File: src/sv/sdrm_pkg.sv
`timescale 1ns / 1ps

package sdrm_pkg;

	// Command codes carried on the input tuser.
	typedef enum logic [1:0] {
		CMD_TICK  = 2'd0,
		CMD_WRITE = 2'd1,
		CMD_READ  = 2'd2,
		CMD_INIT  = 2'd3
	} cmd_t;

	// Kind of frame on the wire, one-hot.
	typedef enum logic [2:0] {
		KIND_IDLE  = 3'b001,
		KIND_WRITE = 3'b010,
		KIND_READ  = 3'b100
	} kind_t;

	localparam logic [7:0] READ_FLAG      = 8'h80;
	localparam logic [15:0] POWER_DOWN    = 16'h0010;
	localparam logic [3:0] LAST_INIT_STEP = 4'd9;
	localparam logic [3:0] CS_NONE        = 4'hF;

	typedef struct packed {
		cmd_t       cmd;
		logic [7:0] reg_addr;
		logic [7:0] wr_data;
		logic [2:0] chip;
		logic       normal_mode;
		logic       sdo;
	} item_t;

	typedef struct packed {
		logic       rejected;
		logic       read_done;
		logic [7:0] read_data;
		logic       busy_res;
		logic       sdio;
		logic       sclk;
		logic [3:0] cs_n;
	} result_t;

	// Normal set-up sequence, {address, data} per step; steps past the end hold the last frame.
	function automatic logic [15:0] setup_frame(input logic [3:0] step);
		logic [15:0] f;
		case (step)
			4'd0: f = 16'h0000;
			4'd1: f = 16'h0288;
			4'd2: f = 16'h01C0;
			4'd3: f = 16'h0817;
			4'd4: f = 16'h09D2;
			4'd5: f = 16'h0A0F;
			4'd6: f = 16'h0BB5;
			4'd7: f = 16'h0C03;
			4'd8: f = 16'h0FB5;
			default: f = 16'h1003;
		endcase
		return f;
	endfunction

endpackage

File: src/sv/sdrm_engine.sv
`timescale 1ns / 1ps

module sdrm_engine #(
	parameter int CHIP_COUNT = 4
) (
	input  logic              clk,
	input  logic              arst_n,
	input  logic              step_en,
	input  sdrm_pkg::item_t   item,
	output sdrm_pkg::result_t res
);

	localparam int CsUsed = (CHIP_COUNT > 4) ? 4 : CHIP_COUNT;
	localparam logic [3:0] AllSel = 4'(~((1 << CsUsed) - 1));

	logic [15:0]     tx_q, tx_d;
	logic [5:0]      cnt_q, cnt_d;
	sdrm_pkg::kind_t kind_q, kind_d;
	logic [7:0]      rx_q, rx_d;
	logic [3:0]      sel_q, sel_d;
	logic [3:0]      step_q, step_d;
	logic            act_q, act_d;
	logic            norm_q, norm_d;

	always_comb begin
		tx_d   = tx_q;
		cnt_d  = cnt_q;
		kind_d = kind_q;
		rx_d   = rx_q;
		sel_d  = sel_q;
		step_d = step_q;
		act_d  = act_q;
		norm_d = norm_q;
		res    = '0;
		res.cs_n = sdrm_pkg::CS_NONE;

		// Start handling; a start while a frame runs is dropped and flagged.
		if (kind_q != sdrm_pkg::KIND_IDLE) begin
			if (item.cmd != sdrm_pkg::CMD_TICK) begin
				res.rejected = 1'b1;
			end
		end else begin
			case (item.cmd)
				sdrm_pkg::CMD_WRITE: begin
					tx_d   = {item.reg_addr, item.wr_data};
					kind_d = sdrm_pkg::KIND_WRITE;
					sel_d  = AllSel;
					cnt_d  = '0;
				end
				sdrm_pkg::CMD_READ: begin
					tx_d   = {item.reg_addr + sdrm_pkg::READ_FLAG, 8'h00};
					kind_d = sdrm_pkg::KIND_READ;
					sel_d  = sdrm_pkg::CS_NONE;
					if (item.chip != 3'd0 && int'(item.chip) <= CsUsed) begin
						sel_d = ~(4'b0001 << 2'(item.chip - 3'd1));
					end
					cnt_d  = '0;
				end
				sdrm_pkg::CMD_INIT: begin
					act_d  = 1'b1;
					norm_d = item.normal_mode;
					step_d = '0;
					tx_d   = item.normal_mode ? sdrm_pkg::setup_frame(4'd0)
					                          : sdrm_pkg::POWER_DOWN;
					kind_d = sdrm_pkg::KIND_WRITE;
					sel_d  = AllSel;
					cnt_d  = '0;
				end
				default: ;
			endcase
		end

		// Wire activity for this tick.
		if (kind_d != sdrm_pkg::KIND_IDLE) begin
			res.busy_res = 1'b1;
			if (!cnt_d[5]) begin
				res.cs_n = sel_d;
				res.sclk = cnt_d[0];
				if (kind_d == sdrm_pkg::KIND_WRITE || !cnt_d[4]) begin
					res.sdio = tx_d[15];
					if (cnt_d[0]) begin
						tx_d = {tx_d[14:0], 1'b0};
					end
				end else if (cnt_d[0]) begin
					rx_d = {rx_d[6:0], item.sdo};
				end
				cnt_d = cnt_d + 6'd1;
			end else begin
				// Closing tick: selects high, read byte delivered, next init frame queued.
				if (kind_d == sdrm_pkg::KIND_READ) begin
					res.read_done = 1'b1;
					res.read_data = rx_d;
				end
				cnt_d = '0;
				if (act_d && norm_d && step_d < sdrm_pkg::LAST_INIT_STEP) begin
					step_d = step_d + 4'd1;
					tx_d   = sdrm_pkg::setup_frame(step_d);
					kind_d = sdrm_pkg::KIND_WRITE;
					sel_d  = AllSel;
				end else begin
					kind_d = sdrm_pkg::KIND_IDLE;
					act_d  = 1'b0;
					sel_d  = sdrm_pkg::CS_NONE;
				end
			end
		end
	end

	always_ff @(posedge clk or negedge arst_n) begin
		if (!arst_n) begin
			tx_q   <= '0;
			cnt_q  <= '0;
			kind_q <= sdrm_pkg::KIND_IDLE;
			rx_q   <= '0;
			sel_q  <= sdrm_pkg::CS_NONE;
			step_q <= '0;
			act_q  <= 1'b0;
			norm_q <= 1'b0;
		end else if (step_en) begin
			tx_q   <= tx_d;
			cnt_q  <= cnt_d;
			kind_q <= kind_d;
			rx_q   <= rx_d;
			sel_q  <= sel_d;
			step_q <= step_d;
			act_q  <= act_d;
			norm_q <= norm_d;
		end
	end

endmodule

File: src/sv/spi_dac_register_master.sv
`timescale 1ns / 1ps

// SPI register master for a bank of DAC chips, SPI mode 0, MSB first. Every input
// beat is one half period of SCLK and yields exactly one output beat giving the
// select, clock and data levels for that half period, plus status. A write command
// sends a 16-bit {address, data} frame with every select low; a read command selects
// one chip (1 to CHIP_COUNT, other values select none), sends the address with bit 7
// added, then samples sdo on the eight following high ticks and returns the byte with
// read_done on the closing tick. An init command sends one power-down frame, or ten
// set-up frames back to back in normal mode. Every frame takes 33 ticks: 32 bit ticks
// and one closing tick with SCLK low and the selects high. Start commands that arrive
// while a frame or init sequence runs are ignored and flagged with rejected.
// Throughput is one beat per clock cycle while the output side does not stall; a beat
// passes an input register and the frame state update into the output register,
// from which its result is presented on the output.

module spi_dac_register_master #(
	parameter int CHIP_COUNT = 4
) (
	input  logic        clk,
	input  logic        arst_n,
	input  logic        s_tvalid,
	output logic        s_tready,
	// Fields from bit 0: reg_addr[7:0], wr_data[15:8], chip[18:16], normal_mode[19],
	// sdo[20], zero fill[23:21].
	input  logic [23:0] s_tdata,
	// Fields from bit 0: cmd[1:0].
	input  logic [1:0]  s_tuser,
	output logic        m_tvalid,
	input  logic        m_tready,
	// Fields from bit 0: cs_n[3:0], sclk[4], sdio[5], busy_res[6], read_data[14:7],
	// read_done[15], rejected[16], zero fill[23:17].
	output logic [23:0] m_tdata
);

	sdrm_pkg::item_t   item_s1;
	logic              valid_s1;
	sdrm_pkg::result_t res;
	sdrm_pkg::result_t res_s2;
	logic              valid_s2;
	logic              load_s2;
	logic              load_s1;

	// The output register takes a new beat whenever it is empty or being drained;
	// the input register refills whenever its beat moves on.
	assign load_s2  = !valid_s2 || m_tready;
	assign load_s1  = !valid_s1 || load_s2;
	assign s_tready = load_s1;

	always_ff @(posedge clk or negedge arst_n) begin
		if (!arst_n) begin
			valid_s1 <= 1'b0;
			valid_s2 <= 1'b0;
		end else begin
			if (load_s1) begin
				valid_s1 <= s_tvalid;
			end
			if (load_s2) begin
				valid_s2 <= valid_s1;
			end
		end
	end

	always_ff @(posedge clk) begin
		if (load_s1 && s_tvalid) begin
			item_s1.cmd         <= sdrm_pkg::cmd_t'(s_tuser);
			item_s1.reg_addr    <= s_tdata[7:0];
			item_s1.wr_data     <= s_tdata[15:8];
			item_s1.chip        <= s_tdata[18:16];
			item_s1.normal_mode <= s_tdata[19];
			item_s1.sdo         <= s_tdata[20];
		end
		if (load_s2 && valid_s1) begin
			res_s2 <= res;
		end
	end

	// The frame state advances exactly once per beat, as it moves into the output register.
	sdrm_engine #(
		.CHIP_COUNT(CHIP_COUNT)
	) u_engine (
		.clk    (clk),
		.arst_n (arst_n),
		.step_en(valid_s1 && load_s2),
		.item   (item_s1),
		.res    (res)
	);

	assign m_tvalid = valid_s2;
	assign m_tdata  = {7'd0, res_s2};

endmodule

File: config.mk
export PLATFORM = sky130hd
export DESIGN_NAME = spi_dac_register_master
export DESIGN_NICKNAME = d
export VERILOG_FILES = /design/src/sv/sdrm_pkg.sv /design/src/sv/sdrm_engine.sv /design/src/sv/spi_dac_register_master.sv
export SDC_FILE = /design/constraint.sdc
export NUM_CORES = 1
export LEC_CHECK = 0
export ABC_AREA = 1
export BUFFER_PORTS_ARGS = -buffer_cell sky130_fd_sc_hd__buf_2
export CAP_MARGIN = 20
export CORE_MARGIN = 2
export CORE_UTILIZATION = 50
export CTS_BUF_LIST = sky130_fd_sc_hd__clkbuf_16
export CTS_CLUSTER_SIZE = 12
export DETAILED_ROUTE_END_ITERATION = 10
export GPL_ROUTABILITY_DRIVEN = 0
export PLACE_DENSITY = 0.73
export SLEW_MARGIN = 20
export SYNTH_ARGS = -nofsm -noshare
export SYNTH_HDL_FRONTEND = slang
export SYNTH_SLANG_ARGS = --single-unit
File: constraint.sdc
create_clock -name clk -period 2 [get_ports clk]
set_input_delay 0.2 -clock clk [delete_from_list [all_inputs] [get_ports clk]]
set_output_delay 0.2 -clock clk [all_outputs]
set_load 0.01 [all_outputs]
### Word-level counts from Yosys, hierarchy flattened

Memory sizes are Yosys's and may differ from the RTL's.
Index checks and enable logic that the tools add are counted.

| operators by class | value |
|---|---|
| muxes and demuxes | 40 |
| shifts and indexed selects | 1 |
| order comparisons | 2 |
| $add $sub $neg | 4 |
| reduce and logical (&&, ||, !) cells | 20 |
| bitwise logic cells | 4 |
| eq/ne operators | 7 |

Operator list:

| operator | number |
|---|---|
| 16-bit 2-to-1 mux | 6 |
| 16-bit case mux with 3 select lines | 1 |
| 4-bit 2-to-1 mux | 10 |
| 6-bit 2-to-1 mux | 5 |
| 1-bit 2-to-1 mux | 9 |
| 3-bit 2-to-1 mux | 3 |
| 9-bit 2-to-1 mux | 1 |
| 8-bit adder (second input constant) | 1 |
| 4-bit case mux with 2 select lines | 1 |
| 7-bit 2-to-1 mux | 1 |
| 6-bit by 1-bit adder with 6-bit output (second input constant) | 1 |
| 3-bit by 1-bit != test with 1-bit output (second input constant) | 2 |
| 3-bit case mux with 2 select lines | 1 |
| 3-bit OR reduction | 2 |
| 1-bit logical AND | 5 |
| 5-bit 2-to-1 mux | 1 |
| 5-bit AND reduction | 1 |
| 4-bit by 1-bit adder with 4-bit output (second input constant) | 1 |
| 2-bit == test (second input constant) | 2 |
| 4-bit less-than comparator (second input constant) | 1 |
| 4-bit NOT | 1 |
| 2-bit OR reduction | 2 |
| 1-bit by 2-bit left shift with 4-bit output (first input constant) | 1 |
| 3-bit by 2-bit == test with 1-bit output (second input constant) | 1 |
| other kinds (12) | 18 |

| word-level totals | value |
|---|---|
| output and inout port bits | 26 |
| register bits after elaboration | 85 |
| bits in read-only memories | 208 |
| word-level logic and storage cells | 102 |
| memories kept | 1 |

Memory list:

| name | words | width | read ports | clocked after Yosys merged registers in | write ports | RTL line | text |
|---|---|---|---|---|---|---|---|
| (name not given) | 16 | 13 | 1 | 0 | 0 | sdrm_pkg.sv:47 | `case (step)` |

### Logic depth before layout (Yosys ltp)

Gate-level depths: netlist (run 1).

| depth | value |
|---|---|
| depth in word-level cells | 9 |
| depth in mapped cells | 15 |

### Modules after synthesis

Synthesis (run 1) repeated with hierarchy kept, for this count alone.

| unflattened totals | value |
|---|---|
| cell total of the unflattened synthesis | 564 |
| area, all modules | 4631.9 um^2 |

Modules (own cells, without submodules):

| module | area each (um^2) | cells an instance | instances |
|---|---|---|---|
| sdrm_engine | 3279.4 | 504 | 1 |
| spi_dac_register_master | 1352.5 | 60 | 1 |

### Worst setup path before layout (run 1)

No wires, ideal clock.

| timing | value |
|---|---|
| kind | register -> register |
| start point | reg valid_s2, in the netlist m_tvalid |
| end point | reg res_s2 (netlist bit m_tdata[0]) (enable) |
| data required time | 1.613 ns |
| setup slack | -0.180 ns |
| library setup time | 0.387 ns |
| buffers on the path | 2 |
| stages on the path, launching flop included | 6 |
| arrival time | 1.793 ns |
| clock period less this slack | 2.180 ns |
| cells stage by stage | dfrtp_1 nand2_1 nand2_1 clkinv_1 clkbuf_1 clkbuf_1 |

| between the ends | value |
|---|---|
| longest elaborated chain between the ends | 3 |

Ends and longest elaborated chain:

| what | RTL line | text |
|---|---|---|
| start: declaration | spi_dac_register_master.sv:40 | `logic valid_s2;` |
| start signal: assignment | spi_dac_register_master.sv:59 | `valid_s2 <= valid_s1;` |
| 1-bit zero test | spi_dac_register_master.sv:46 | `assign load_s2 = !valid_s2 \|\| m_tready;` |
| 1-bit logical OR | spi_dac_register_master.sv:46 |  |
| 1-bit logical AND | n/a |  |
| named net u_engine.step_en | sdrm_engine.sv:8 | `input logic step_en,` |
| end signal: assignment | spi_dac_register_master.sv:74 | `res_s2 <= res;` |
| end: declaration | spi_dac_register_master.sv:39 | `sdrm_pkg::result_t res_s2;` |

The timed path passes the listed nets, and every way through them passes these cells.
A chain may end at the register's enable or synchronous reset.

### Final worst setup path (run 1)

| timing | value |
|---|---|
| start point | reg u_engine.kind_q[0] |
| end point | reg u_engine.tx_q[8] |

| between the ends | value |
|---|---|
| longest elaborated chain between the ends | 7 |

Ends and longest elaborated chain:

| what | RTL line | text |
|---|---|---|
| start: declaration | sdrm_engine.sv:18 | `sdrm_pkg::kind_t kind_q, kind_d;` |
| start signal: assignment | sdrm_engine.sv:113 | `kind_q <= sdrm_pkg::KIND_IDLE;` |
| start signal: assignment | sdrm_engine.sv:122 | `kind_q <= kind_d;` |
| 3-bit by 1-bit != test with 1-bit output / 3-bit case mux with 2 select lines (equally long branches) | sdrm_engine.sv:38, sdrm_engine.sv:43 |  |
| 4-bit 2-to-1 mux, or another cell as far along | sdrm_engine.sv:38 | `if (kind_q != sdrm_pkg::KIND_IDLE) begin` |
| 4-bit by 1-bit adder with 4-bit output, or another cell as far along | sdrm_engine.sv:96 | `step_d = step_d + 4'd1;` |
| memory read 16 x 13 bit, or another cell as far along | n/a |  |
| 16-bit 2-to-1 mux (on tied branches) | sdrm_engine.sv:95, sdrm_engine.sv:79 |  |
| 16-bit 2-to-1 mux | sdrm_engine.sv:76 | `if (!cnt_d[5]) begin` |
| 16-bit 2-to-1 mux * | sdrm_engine.sv:74 | `if (kind_d != sdrm_pkg::KIND_IDLE) begin` |
| end signal: assignment | sdrm_engine.sv:120 | `tx_q <= tx_d;` |
| end: declaration | sdrm_engine.sv:16 | `logic [15:0] tx_q, tx_d;` |

Mark *: on every way between the ends. The rest lies on a longest branch, timed or not.

==> results of run 1 <==
==> sequential cells by signal, summed over array words and instances, names as in the netlist <==
name	cells
item_s1	23
valid_s1	1
u_engine.kind_q	3
u_engine.act_q	1
u_engine.cnt_q	6
m_tvalid	1
u_engine.sel_q	4
u_engine.rx_q	8
u_engine.step_q	4
u_engine.tx_q	16
m_tdata	17
u_engine.norm_q	1
==> synth_stat cells (2+ instances only) <==
cell type	n
sky130_fd_sc_hd__inv_2	7
sky130_fd_sc_hd__edfxtp_1	40
sky130_fd_sc_hd__o21ai_0	32
sky130_fd_sc_hd__nand3_2	2
sky130_fd_sc_hd__nand2_4	2
sky130_fd_sc_hd__nand2_2	5
sky130_fd_sc_hd__o22ai_1	8
sky130_fd_sc_hd__buf_2	5
sky130_fd_sc_hd__clkbuf_1	5
sky130_fd_sc_hd__inv_1	71
sky130_fd_sc_hd__a31oi_1	3
sky130_fd_sc_hd__buf_4	7
sky130_fd_sc_hd__dfrtp_1	40
sky130_fd_sc_hd__o221ai_1	2
sky130_fd_sc_hd__nand2_8	2
sky130_fd_sc_hd__nand2_1	133
sky130_fd_sc_hd__a22oi_1	3
sky130_fd_sc_hd__o21ai_2	7
sky130_fd_sc_hd__nor2_2	7
sky130_fd_sc_hd__or2_2	5
sky130_fd_sc_hd__nor2_1	66
sky130_fd_sc_hd__nor3_1	7
sky130_fd_sc_hd__nor2_4	5
sky130_fd_sc_hd__nand3_1	38
sky130_fd_sc_hd__ha_1	9
sky130_fd_sc_hd__nand3_4	2
sky130_fd_sc_hd__a21oi_1	12
sky130_fd_sc_hd__dfstp_2	5
sky130_fd_sc_hd__nand3b_1	5
sky130_fd_sc_hd__nand4_1	4
==> report_power, final <==
part	switching (mW)	internal, mW	total, mW
Sequential	0.277	2.37	2.64
Clock	0.692	0.832	1.52
Combinational	2.38	1.51	3.89
Total	3.35	4.71	8.06
==> cells by family after synthesis <==
family	count (synthesis)	synth area share [%]
AND/OR/NAND/NOR	286	29.3
buffers and inverters	98	8.81
flip-flops	85	50.4
AO/OA/AOI/OAI	69	8.78
adder cells (fa/ha/maj)	9	2.43
XOR/XNOR	1	0.189
other	1	0.0810
==> what timing repair did <==
item,CTS,global route
setup buffers,3,16
cloned,0,2
pin swaps,3,24
endpoints found under the hold margin,16,0
setup endpoints to repair,24,34
resized for setup,6,64
hold buffers,1,0
==> layer usage <==
metal / up-vias / part of all wire, %
li1: 1977 / -
met1: 1980 / 41
met2: 175 / 52
met3: 27 / 5.3
met4: 0 / 2.3
met5: - / 0
==> path summary, 6_finish.rpt <==
check	from	end	slack, ns	cells after the start
max	u_engine.kind_q[0]	u_engine.tx_q[8]	-0.13	14
min	s_tdata[12]	item_s1[9]	0.03	1
max reg2reg	u_engine.kind_q[0]	u_engine.tx_q[8]	-0.13	14
min reg2reg	u_engine.rx_q[7]	u_engine.rx_q[7]	0.48	2
max in group asynchronous	arst_n	u_engine.sel_q[2]	1.02	3
min in group asynchronous	arst_n	u_engine.step_q[1]	0.33	2
==> final cells by class <==
class                      count  area share, %
timing repair buffer         102           12.2
tap                          111           2.33
multi-input combinational    373           36.8
inverter                      79           5.14
clock inverter                 7          0.692
sequential                    85           39.1
clock buffer                   9           3.77
==> layout by cell type, fill, tap and decap left out, drive strengths merged <==
cell type	instances
clkinv	5
ha	9
and3	1
xor2	1
o22ai	8
clkinvlp	2
conb	7
nor3	8
buf	100
dfrtp	40
dlygate4sd3	1
edfxtp	40
a31oi	3
nand3	42
nand4	5
nand3b	5
a22oi	3
o221ai	2
inv	79
or2	5
nor2	78
a21oi	13
o21ai	39
clkbuf	10
nand2	143
dfstp	5
o211ai	1
==> metrics by stage <==
step	TNS (ns)	hold WS, ns	instances	power [mW]
global route	-3.59	0.0249	766	8.63
floorplan	-0.0126	-0.0956	555	4.94
global placement	-0.115	0.163	728	5.77
finish	-1.23	0.0303	766	8.06
CTS	-0.206	0.0254	748	7.47
detailed placement	-0.687	0.164	728	5.89
==> summary.log, run 1 <==
INFO  outcome        run_status=complete, but fails checks
INFO  outcome        failed_checks=setup timing
INFO  global_route   grt_util_all_layers=22.3%
INFO  placed_design  placement.setup.worst_slack=-0.114ns
INFO  cells_and_area final_layout_size_suffix_gt1_share=32.1%
INFO  setup_path     critical-path-slowest-cell=sky130_fd_sc_hd__dfstp_2
INFO  sta            finalHoldViolCount=0
INFO  drt            route.final.wire_length=11.3mm
INFO  sta            final-max-slew-violation-count=0
INFO  sta            fmaxAchievable=469MHz
INFO  cells_and_area design.final.nets=689
INFO  sta            period_needed=2.13ns
INFO  global_route   largest_net_degree_at_the_start_of_global_routing=25
INFO  drt            dr_total_vias=4,159
INFO  logic_synthesis synth.top_cell.area_share=25.9%
INFO  sta            finalSetupViolCount=18
INFO  flow_run       timing.max_cap.violations=0
INFO  logic_synthesis sequential_to_total_area_share_from_yosys_stat=50.4%
INFO  logic_synthesis dominant_cells_by_area_after_synthesis=sky130_fd_sc_hd__edfxtp_1 26%, sky130_fd_sc_hd__dfrtp_1 22%, sky130_fd_sc_hd__nand2_1 11%
INFO  cts            cts_num_sinks=85
INFO  logic_synthesis synth.lib_cells_used.distinct=40
INFO  cells_and_area design_area=5970µm²
INFO  drt            drt_pre_antenna_iters=4
INFO  power_and_ir_drop power.leakage=2.75nW
INFO  logic_synthesis synthesis.instances=549
INFO  placed_design  placed_area=5230µm²
INFO  sta            worst_slew_pin_slew=0.546ns
INFO  cells_and_area synthToLayoutAreaGrowth=28.8%
INFO  cts            cts_buffer_depth=2
INFO  logic_synthesis synth-edff-count=40
INFO  floorplanning  die_w=100µm
INFO  cells_and_area antenna_cells_inserted=0
INFO  logic_synthesis synth_area=4630µm²
INFO  cts            tritoncts.num_buffers=9
INFO  logic_synthesis post_synthesis_area_per_instance=8.44µm²
INFO  global_route   antenna_violations_before_repair=0
INFO  cts            h-tree-depth=3
INFO  cts            clock_tree_root_buffer_cell=sky130_fd_sc_hd__clkbuf_16
INFO  setup_path     crit_buf_inv=4
INFO  logic_synthesis postSynth.asyncResetShare=52.9%
INFO  global_route   grt_use_met2=38.2%
INFO  setup_path     timing.critical_path.slowest_cell_delay=0.55ns
INFO  sta            rsz0062_at_grt=yes
INFO  setup_path     worstPathMaxFanout=7
INFO  power_and_ir_drop power_density=1350nW/µm²
INFO  placed_design  placement.io_buffers=45
INFO  cts            worstSkewPairLatency=0.34ns
INFO  cells_and_area fillerInstances=710
INFO  floorplanning  core-area=9110µm²
INFO  power_and_ir_drop vdd_ir_drop_max=0.000648V
INFO  floorplanning  floorplan.initialDensity=50.9%
INFO  cts            cts_tree=yes
INFO  setup_path     data_required_time_at_the_worst_endpoint=2.27ns
INFO  global_route   gr-usage-met1=27.5%
INFO  floorplanning  die_area=10,100µm²
INFO  drt            vias_per_cell=5.43
INFO  floorplanning  rows=35
INFO  setup_path     worstPathArrival=2.41ns
INFO  sta            timing.final.ws_setup=-0.134ns
INFO  floorplanning  pin_count=56
INFO  setup_path     series_of_cell_instances_along_the_critical_path=buf_4 -> inv_2 -> nor2_4 -> nand3_4 -> nand3_2 -> nand2_4 -> buf_12 -> nor2_4 -> inv_2 -> nand2_4 -> nand2_4 -> nor2_2 -> nor2_1 -> nor2_1
INFO  logic_synthesis synthesis_stage_register_bit_count=85
INFO  drt            drt.antenna.violating_nets=0
INFO  drt            route.detailed.drc=0
INFO  sta            final_min_period_over_clock_period=107%
INFO  cells_and_area multi_input_gate_area=2200µm²
INFO  setup_path     worst_setup_path_end_kind=flop
INFO  setup_path     crit_path_frequent_cell=sky130_fd_sc_hd__nand2_4
INFO  setup_path     worstSetupStartpointType=flop
INFO  hold_path      hold_class=in -> reg
INFO  global_route   met3_usage=4.87%
INFO  logic_synthesis netlist.top_cell.by_area=sky130_fd_sc_hd__edfxtp_1
INFO  setup_path     crit_family=simple AND/OR/NAND/NOR gates
INFO  cells_and_area layout.core_utilization=65.5%
INFO  logic_synthesis ys_dominant_reg_cell=sky130_fd_sc_hd__edfxtp_1
INFO  global_route   grt.overflow.total=0
INFO  floorplanning  floorplan.die.height=100µm
INFO  sta            worst_clock_skew=0.00809ns
INFO  cells_and_area final-seq-area=2330µm²
INFO  sta            relative_slew_slack=63.4%
INFO  logic_synthesis yosys_warnings=0
INFO  global_route   grt_pass1_vias=3,864
INFO  placed_design  place.detailed.hpwl=7.41mm
INFO  drt            per_cell_routed_wire_length=14.8µm
INFO  drt            drt_iter0_drc=313
INFO  setup_path     crit_type=reg -> reg
INFO  global_route   global_route_wire_length_before_repair=17.7mm
INFO  cts            cts_clock_pin_slew_for_the_worst_setup_and_hold_paths=0.07ns
INFO  global_route   most_heavily_used_metal_layer_in_global_routing=met2
(Power assumes the default switching activity.)
==> run 2, diff against run 1 <==
--- a/config.mk
+++ b/config.mk
@@ -15,6 +15,7 @@
 export DETAILED_ROUTE_END_ITERATION = 10
 export GPL_ROUTABILITY_DRIVEN = 0
 export PLACE_DENSITY = 0.73
+export RECOVER_POWER = 50
 export SLEW_MARGIN = 20
 export SYNTH_ARGS = -nofsm -noshare
 export SYNTH_HDL_FRONTEND = slang
==> run 2 against run 1 <==
Against the previous run: the flow still finishes with violations (setup timing); clock power about the same; clock skew about the same; critical path depth decreased by 1; count of clock-buffer cells in the layout unchanged; final cell count unchanged; sequential power about the same; critical path type unchanged.
==> summary.log, run 2 (same netlist as run 1, synthesis figures left out) <==
INFO  cells_and_area layout_commonest_cell=sky130_fd_sc_hd__nand2_1 [unchanged]
INFO  drt            drt.antenna.violating_nets=0 [unchanged]
INFO  cts            clock_tree_root_buffer_cell=sky130_fd_sc_hd__clkbuf_16 [unchanged]
INFO  setup_path     worst_setup_path_end_kind=flop [unchanged]
INFO  setup_path     worstPathMaxFanout=5 [was 7]
INFO  drt            route.final.wire_length=11.4mm [was 11.3 mm]
INFO  setup_path     crit_path_frequent_cell=sky130_fd_sc_hd__nor2_4 [was sky130_fd_sc_hd__nand2_4]
INFO  setup_path     worstSetupStartpointType=flop [unchanged]
INFO  cts            worstSkewPairLatency=0.34ns [about the same]
INFO  placed_design  placement.io_buffers=45 [unchanged]
INFO  setup_path     series_of_cell_instances_along_the_critical_path=nand3_4 -> nor2_4 -> nor2_4 -> ha_4 -> inv_1 -> nand3_2 -> nand2_4 -> buf_6 -> o21ai_0 -> nor2_1 -> nor2_4 -> nor2_2 -> nor2_1 [was buf_4 -> inv_2 -> nor2_4 -> nand3_4 -> nand3_2 -> nand2_4 -> buf_12 -> nor2_4 -> inv_2 -> nand2_4 -> nand2_4 -> nor2_2 -> nor2_1 -> nor2_1]
INFO  global_route   antenna_violations_before_repair=0 [unchanged]
INFO  drt            route.detailed.drc=0 [unchanged]
INFO  cts            h-tree-depth=3 [unchanged]
INFO  cells_and_area register_with_the_most_flip_flops=item_s1 [unchanged]
INFO  outcome        run_status=complete, but fails checks [unchanged]
INFO  cells_and_area design.final.nets=689 [unchanged]
INFO  global_route   grt.overflow.total=0 [unchanged]
INFO  cells_and_area antenna_cells_inserted=0 [unchanged]
INFO  global_route   grt_util_all_layers=22.3% [unchanged]
INFO  drt            vias_per_cell=5.48 [was 5.43]
INFO  cells_and_area final_layout_size_suffix_gt1_share=29.6% [was 32.1%]
INFO  sta            period_needed=2.14ns [was 2.13 ns]
INFO  sta            final_min_period_over_clock_period=107% [about the same]
INFO  cells_and_area largest_register_ffs=23 [unchanged]
INFO  setup_path     crit_type=reg -> reg [unchanged]
INFO  sta            timing.final.ws_setup=-0.138ns [was -0.134 ns]
INFO  cells_and_area layout_common_cells=125 x sky130_fd_sc_hd__nand2_1, 66 x sky130_fd_sc_hd__inv_1, 57 x sky130_fd_sc_hd__nor2_1 [unchanged]
INFO  floorplanning  die_area=10,100µm² [unchanged]
INFO  drt            per_cell_routed_wire_length=14.9µm [was 14.8 µm]
INFO  cts            cts_clock_pin_slew_for_the_worst_setup_and_hold_paths=0.07ns [about the same]
INFO  placed_design  place.detailed.hpwl=7.41mm [unchanged]
INFO  floorplanning  die_w=100µm [unchanged]
INFO  placed_design  placed_area=5230µm² [unchanged]
INFO  sta            fin_hold_ws=0.0303ns [about the same]
INFO  power_and_ir_drop power_density=1350nW/µm² [about the same]
INFO  flow_run       timing.max_cap.violations=0 [unchanged]
INFO  cells_and_area multi_input_gate_area=2200µm² [unchanged]
INFO  sta            finalHoldViolCount=0 [unchanged]
INFO  floorplanning  floorplan.die.height=100µm [unchanged]
INFO  setup_path     crit_buf_inv=2 [was 4]
INFO  cells_and_area final-seq-area=2330µm² [unchanged]
INFO  sta            final-max-slew-violation-count=0 [unchanged]
INFO  floorplanning  core-area=9110µm² [unchanged]
INFO  cts            tritoncts.num_buffers=9 [unchanged]
INFO  setup_path     crit_family=simple AND/OR/NAND/NOR gates [unchanged]
INFO  power_and_ir_drop vdd_ir_drop_max=0.000647V [was 0.000648 V]
INFO  drt            dr_total_vias=4,194 [was 4,159]
INFO  setup_path     worstPathArrival=2.37ns [was 2.41 ns]
INFO  global_route   grt_pass1_vias=3,864 [unchanged]
INFO  global_route   global_route_wire_length_before_repair=17.7mm [unchanged]
INFO  sta            fmaxAchievable=468MHz [was 469 MHz]
INFO  setup_path     data_required_time_at_the_worst_endpoint=2.23ns [was 2.27 ns]
INFO  power_and_ir_drop power.leakage=2.71nW [was 2.75 nW]
INFO  cells_and_area synthToLayoutAreaGrowth=28.3% [was 28.8%]
INFO  cells_and_area design_area=5940µm² [was 5970 µm²]
INFO  outcome        failed_checks=setup timing [unchanged]
INFO  floorplanning  pin_count=56 [unchanged]
INFO  sta            worst_clock_skew=0.00788ns [was 0.00809 ns]
INFO  cts            cts_num_sinks=85 [unchanged]
INFO  cells_and_area fillerInstances=723 [was 710]
INFO  global_route   largest_net_degree_at_the_start_of_global_routing=25 [unchanged]
INFO  placed_design  placement.setup.worst_slack=-0.114ns [unchanged]
INFO  cts            cts_buffer_depth=2 [unchanged]
INFO  sta            worst_slew_pin_slew=1.05ns [was 0.546 ns]
INFO  floorplanning  rows=35 [unchanged]
INFO  setup_path     timing.critical_path.slowest_cell_delay=0.55ns [about the same]
INFO  drt            drt_iter0_drc=288 [was 313]
INFO  sta            rsz0062_at_grt=yes [unchanged]
INFO  drt            drt_pre_antenna_iters=4 [unchanged]
INFO  setup_path     critical-path-slowest-cell=sky130_fd_sc_hd__dfstp_2 [unchanged]
INFO  floorplanning  floorplan.initialDensity=50.9% [unchanged]
INFO  hold_path      hold_class=in -> reg [unchanged]
INFO  sta            finalSetupViolCount=17 [was 18]
INFO  power_and_ir_drop total_power=8.05mW [was 8.06 mW]
INFO  cts            cts_tree=yes [unchanged]
INFO  sta            relative_slew_slack=29.7% [was 63.4%]
-- run 2: cell count changes in the layout (fill, tap and decap cells not counted) --
| cell | previous run | this run |
|---|---|---|
| sky130_fd_sc_hd__clkbuf_1 | 0 | 16 |
| sky130_fd_sc_hd__buf_4 | 48 | 45 |
| sky130_fd_sc_hd__buf_2 | 45 | 30 |
| sky130_fd_sc_hd__clkbuf_2 | 0 | 2 |
-- run 2: repair_timing --
item	in CTS	in global routing
hold buffers	1	0
endpoints found under the hold margin	16	0
setup buffers	3	16
endpoints found under the setup margin	24	34
gates resized for setup	6	64
pin swaps	3	24
gates cloned	0	2
-- run 2: path summary, 6_finish.rpt --
kind / from / endpoint / slack [ns] / cells after the start
setup / recovery: u_engine.kind_q[0] / u_engine.tx_q[2] / -0.14 / 13
hold / removal: s_tdata[12] / item_s1[9] / 0.03 / 1
setup reg to reg: u_engine.kind_q[0] / u_engine.tx_q[2] / -0.14 / 13
hold reg to reg: u_engine.rx_q[7] / u_engine.rx_q[7] / 0.48 / 2
max in group asynchronous: arst_n / u_engine.sel_q[2] / 0.41 / 3
min in group asynchronous: arst_n / u_engine.step_q[1] / 0.57 / 2
-- run 2: cell type report --
| cell class | count | area share, % |
|---|---|---|
| repair buffers | 102 | 11.8 |
| clock inverters | 7 | 0.695 |
| well taps | 111 | 2.34 |
| clock buffers | 9 | 3.79 |
| multi-input cells | 373 | 37.0 |
| inverters | 79 | 5.16 |
| flip-flops and latches | 85 | 39.3 |
-- run 2: power breakdown --
group	total, mW	internal [mW]	switching [mW]	leakage, nW
Sequential	2.65	2.37	0.278	0.927
Combinational	3.89	1.49	2.39	1.65
Clock	1.52	0.832	0.684	0.127
Total	8.05	4.69	3.36	2.71
-- run 2: per-stage QoR --
stage,util (%),instances,setup TNS (ns)
final,65.2,766,-1.29
after global routing,65.2,766,-3.62
after CTS,61.1,748,-0.206
after detailed placement,57.4,728,-0.687
after global placement,57.4,728,-0.115
after floorplan,-,555,-0.0126
-- run 2: metal layers --
layer | part of all wire, % | wire length (µm) | vias up | global-route usage [%]
li1 | - | - | 1977 | -
met5 | 0 | 0 | - | 0
met3 | 5.3 | 602 | 25 | 4.87
met2 | 52 | 5890 | 176 | 38.2
met1 | 41 | 4670 | 2016 | 27.5
met4 | 2.3 | 260 | 0 | 8.54
==> run 3, diff against run 2 <==
--- a/config.mk
+++ b/config.mk
@@ -15,7 +15,7 @@
 export DETAILED_ROUTE_END_ITERATION = 10
 export GPL_ROUTABILITY_DRIVEN = 0
 export PLACE_DENSITY = 0.73
-export RECOVER_POWER = 50
+export RECOVER_POWER = 25
 export SLEW_MARGIN = 20
 export SYNTH_ARGS = -nofsm -noshare
 export SYNTH_HDL_FRONTEND = slang
==> constraint.sdc (replaced) <==
create_clock -name clk -period 1.9 [get_ports clk]
set_input_delay 0.19 -clock clk [delete_from_list [all_inputs] [get_ports clk]]
set_output_delay 0.19 -clock clk [all_outputs]
set_load 0.01 [all_outputs]
==> run 3 against run 2 <==
Against the previous run: the flow still finishes with violations (setup timing); sequential share of layout area decreased by 0.83 points; clock skew about the same; flip-flop and latch count unchanged; global-route usage increased by 1.5 points; final cell count increased by 0.65%; wire length increased by 3.8%; design area increased by 2.1%; count of clock-buffer cells in the layout unchanged; fmax decreased by 2.3%; worst hold slack got worse by 0.012 ns; critical path type unchanged.
==> summary.log, run 3 (same netlist as run 1, synthesis figures left out) <==
INFO  outcome        run_status=complete, but fails checks [unchanged]
INFO  outcome        failed_checks=setup timing [unchanged]
INFO  floorplanning  rows=35 [unchanged]
INFO  hold_path      hold_class=in -> reg [unchanged]
INFO  setup_path     crit_family=simple AND/OR/NAND/NOR gates [unchanged]
INFO  floorplanning  pin_count=56 [unchanged]
INFO  cells_and_area layout_common_cells=123 x sky130_fd_sc_hd__nand2_1, 68 x sky130_fd_sc_hd__inv_1, 54 x sky130_fd_sc_hd__nor2_1 [was 125 x sky130_fd_sc_hd__nand2_1, 66 x sky130_fd_sc_hd__inv_1, 57 x sky130_fd_sc_hd__nor2_1]
INFO  setup_path     series_of_cell_instances_along_the_critical_path=nand3_4 -> nor2_4 -> nor2_4 -> inv_2 -> ha_4 -> nand2_4 -> nand3_4 -> nand3_4 -> nor2_4 -> buf_4 -> o21ai_1 -> o21ai_1 [was nand3_4 -> nor2_4 -> nor2_4 -> ha_4 -> inv_1 -> nand3_2 -> nand2_4 -> buf_6 -> o21ai_0 -> nor2_1 -> nor2_4 -> nor2_2 -> nor2_1]
INFO  cells_and_area register_with_the_most_flip_flops=item_s1 [unchanged]
INFO  global_route   largest_net_degree_at_the_start_of_global_routing=62 [was 25]
INFO  sta            final-max-slew-violation-count=0 [unchanged]
INFO  cells_and_area layout_commonest_cell=sky130_fd_sc_hd__nand2_1 [unchanged]
INFO  sta            finalHoldViolCount=0 [unchanged]
INFO  cts            h-tree-depth=3 [unchanged]
INFO  setup_path     crit_type=reg -> reg [unchanged]
INFO  cells_and_area antenna_cells_inserted=0 [unchanged]
INFO  power_and_ir_drop total_power=8.94mW [was 8.05 mW]
INFO  flow_run       timing.max_cap.violations=0 [unchanged]
INFO  cells_and_area final-seq-area=2330µm² [unchanged]
INFO  drt            drt_iter0_drc=334 [was 288]
INFO  drt            route.final.wire_length=11.9mm [was 11.4 mm]
INFO  floorplanning  core-area=9110µm² [unchanged]
INFO  cts            tritoncts.num_buffers=9 [unchanged]
INFO  cts            cts_clock_pin_slew_for_the_worst_setup_and_hold_paths=0.07ns [about the same]
INFO  drt            drt_pre_antenna_iters=5 [was 4]
INFO  cells_and_area multi_input_gate_area=2220µm² [was 2200 µm²]
INFO  cells_and_area final_layout_size_suffix_gt1_share=33.5% [was 29.6%]
INFO  setup_path     crit_buf_inv=2 [unchanged]
INFO  power_and_ir_drop power.leakage=2.79nW [was 2.71 nW]
INFO  sta            relative_slew_slack=18.8% [was 29.7%]
INFO  drt            vias_per_cell=5.39 [was 5.48]
INFO  floorplanning  floorplan.die.height=100µm [unchanged]
INFO  sta            fmaxAchievable=457MHz [was 468 MHz]
INFO  floorplanning  floorplan.initialDensity=50.9% [unchanged]
INFO  drt            dr_total_vias=4,159 [was 4,194]
INFO  placed_design  place.detailed.hpwl=7.34mm [was 7.41 mm]
INFO  placed_design  placement.setup.worst_slack=-0.194ns [was -0.114 ns]
INFO  cells_and_area design_area=6070µm² [was 5940 µm²]
INFO  setup_path     data_required_time_at_the_worst_endpoint=2.14ns [was 2.23 ns]
INFO  power_and_ir_drop power_density=1470nW/µm² [was 1350 nW/µm²]
INFO  setup_path     worstPathMaxFanout=4 [was 5]
INFO  drt            drt.antenna.violating_nets=0 [unchanged]
INFO  cts            clock_tree_root_buffer_cell=sky130_fd_sc_hd__clkbuf_16 [unchanged]
INFO  cts            cts_buffer_depth=2 [unchanged]
INFO  cells_and_area largest_register_ffs=23 [unchanged]
INFO  sta            finalSetupViolCount=36 [was 17]
INFO  setup_path     worstPathArrival=2.43ns [was 2.37 ns]
INFO  cells_and_area fillerInstances=679 [was 723]
INFO  cts            worstSkewPairLatency=0.34ns [about the same]
INFO  cells_and_area synthToLayoutAreaGrowth=31.0% [was 28.3%]
INFO  cts            cts_num_sinks=85 [unchanged]
INFO  setup_path     worstSetupStartpointType=flop [unchanged]
INFO  setup_path     timing.critical_path.slowest_cell_delay=0.55ns [about the same]
INFO  global_route   grt_util_all_layers=23.8% [was 22.3%]
INFO  sta            period_needed=2.19ns [was 2.14 ns]
INFO  placed_design  placement.io_buffers=45 [unchanged]
INFO  global_route   antenna_violations_before_repair=0 [unchanged]
INFO  floorplanning  die_area=10,100µm² [unchanged]
INFO  global_route   grt_pass1_vias=3,993 [was 3,864]
INFO  power_and_ir_drop vdd_ir_drop_max=0.000613V [was 0.000647 V]
INFO  global_route   grt.overflow.total=0 [unchanged]
INFO  sta            timing.final.ws_setup=-0.287ns [was -0.138 ns]
INFO  global_route   global_route_wire_length_before_repair=18.7mm [was 17.7 mm]
INFO  sta            timing.setup.tns=-3.90ns [was -1.29 ns]
INFO  setup_path     critical-path-slowest-cell=sky130_fd_sc_hd__dfstp_2 [unchanged]
INFO  sta            worst_slew_pin_slew=1.22ns [was 1.05 ns]
INFO  sta            worst_clock_skew=0.00753ns [was 0.00788 ns]
INFO  sta            final_min_period_over_clock_period=115% [was 107%]
INFO  setup_path     worst_setup_path_end_kind=flop [unchanged]
INFO  placed_design  placed_area=5330µm² [was 5230 µm²]
INFO  floorplanning  die_w=100µm [unchanged]
INFO  sta            rsz0062_at_grt=yes [unchanged]
INFO  drt            per_cell_routed_wire_length=15.4µm [was 14.9 µm]
INFO  cells_and_area design.final.nets=694 [was 689]
INFO  cts            cts_tree=yes [unchanged]
INFO  drt            route.detailed.drc=0 [unchanged]
## run 3: through the flow
stage | util (%) | hold slack, ns | cells
after floorplan | - | -0.106 | 555
after global placement | 58.5 | 0.327 | 739
after detailed placement | 58.5 | 0.331 | 739
after CTS | 64.5 | 0.0177 | 765
after global routing | 66.6 | 0.0109 | 771
final | 66.6 | 0.0182 | 771
## run 3: metal layers
metal	track usage (%)	routed length [µm]	vias up
li1	-	-	1981
met1	28.7	4740	1957
met2	40.8	5960	186
met3	4.67	762	35
met4	11.5	393	0
met5	0	0	-
## run 3: report_power, final
group / internal [mW] / total (mW) / switching [mW]
registers: 2.49 / 2.78 / 0.284
logic: 1.71 / 4.28 / 2.57
clock network: 1.15 / 1.89 / 0.740
## run 3: what timing repair did
item	4_1_cts	5_1_grt
gates resized for setup	34	38
endpoints found under the hold margin	40	0
pin swaps	14	24
endpoints found under the setup margin	36	41
hold buffers	1	0
buffers inserted	8	7
cloned	1	0
## run 3: area by class of cell
type / instances / share of cell area, %
Inverter: 79 / 5.05
Tap cell: 111 / 2.29
Timing Repair Buffer: 107 / 12.4
Multi-Input combinational cell: 373 / 36.6
Clock inverter: 7 / 1.51
Sequential cell: 85 / 38.5
Clock buffer: 9 / 3.71
## run 3: worst paths after layout
check / start / end / slack [ns] / depth (start not counted)
max: u_engine.kind_q[0] / u_engine.step_q[3] / -0.29 / 12
min: s_tdata[11] / item_s1[8] / 0.02 / 1
max reg2reg: u_engine.kind_q[0] / u_engine.step_q[3] / -0.29 / 12
min reg2reg: u_engine.rx_q[4] / u_engine.rx_q[4] / 0.48 / 2
max in group asynchronous: arst_n / m_tvalid / 0.44 / 3
min in group asynchronous: arst_n / u_engine.tx_q[1] / 0.71 / 3
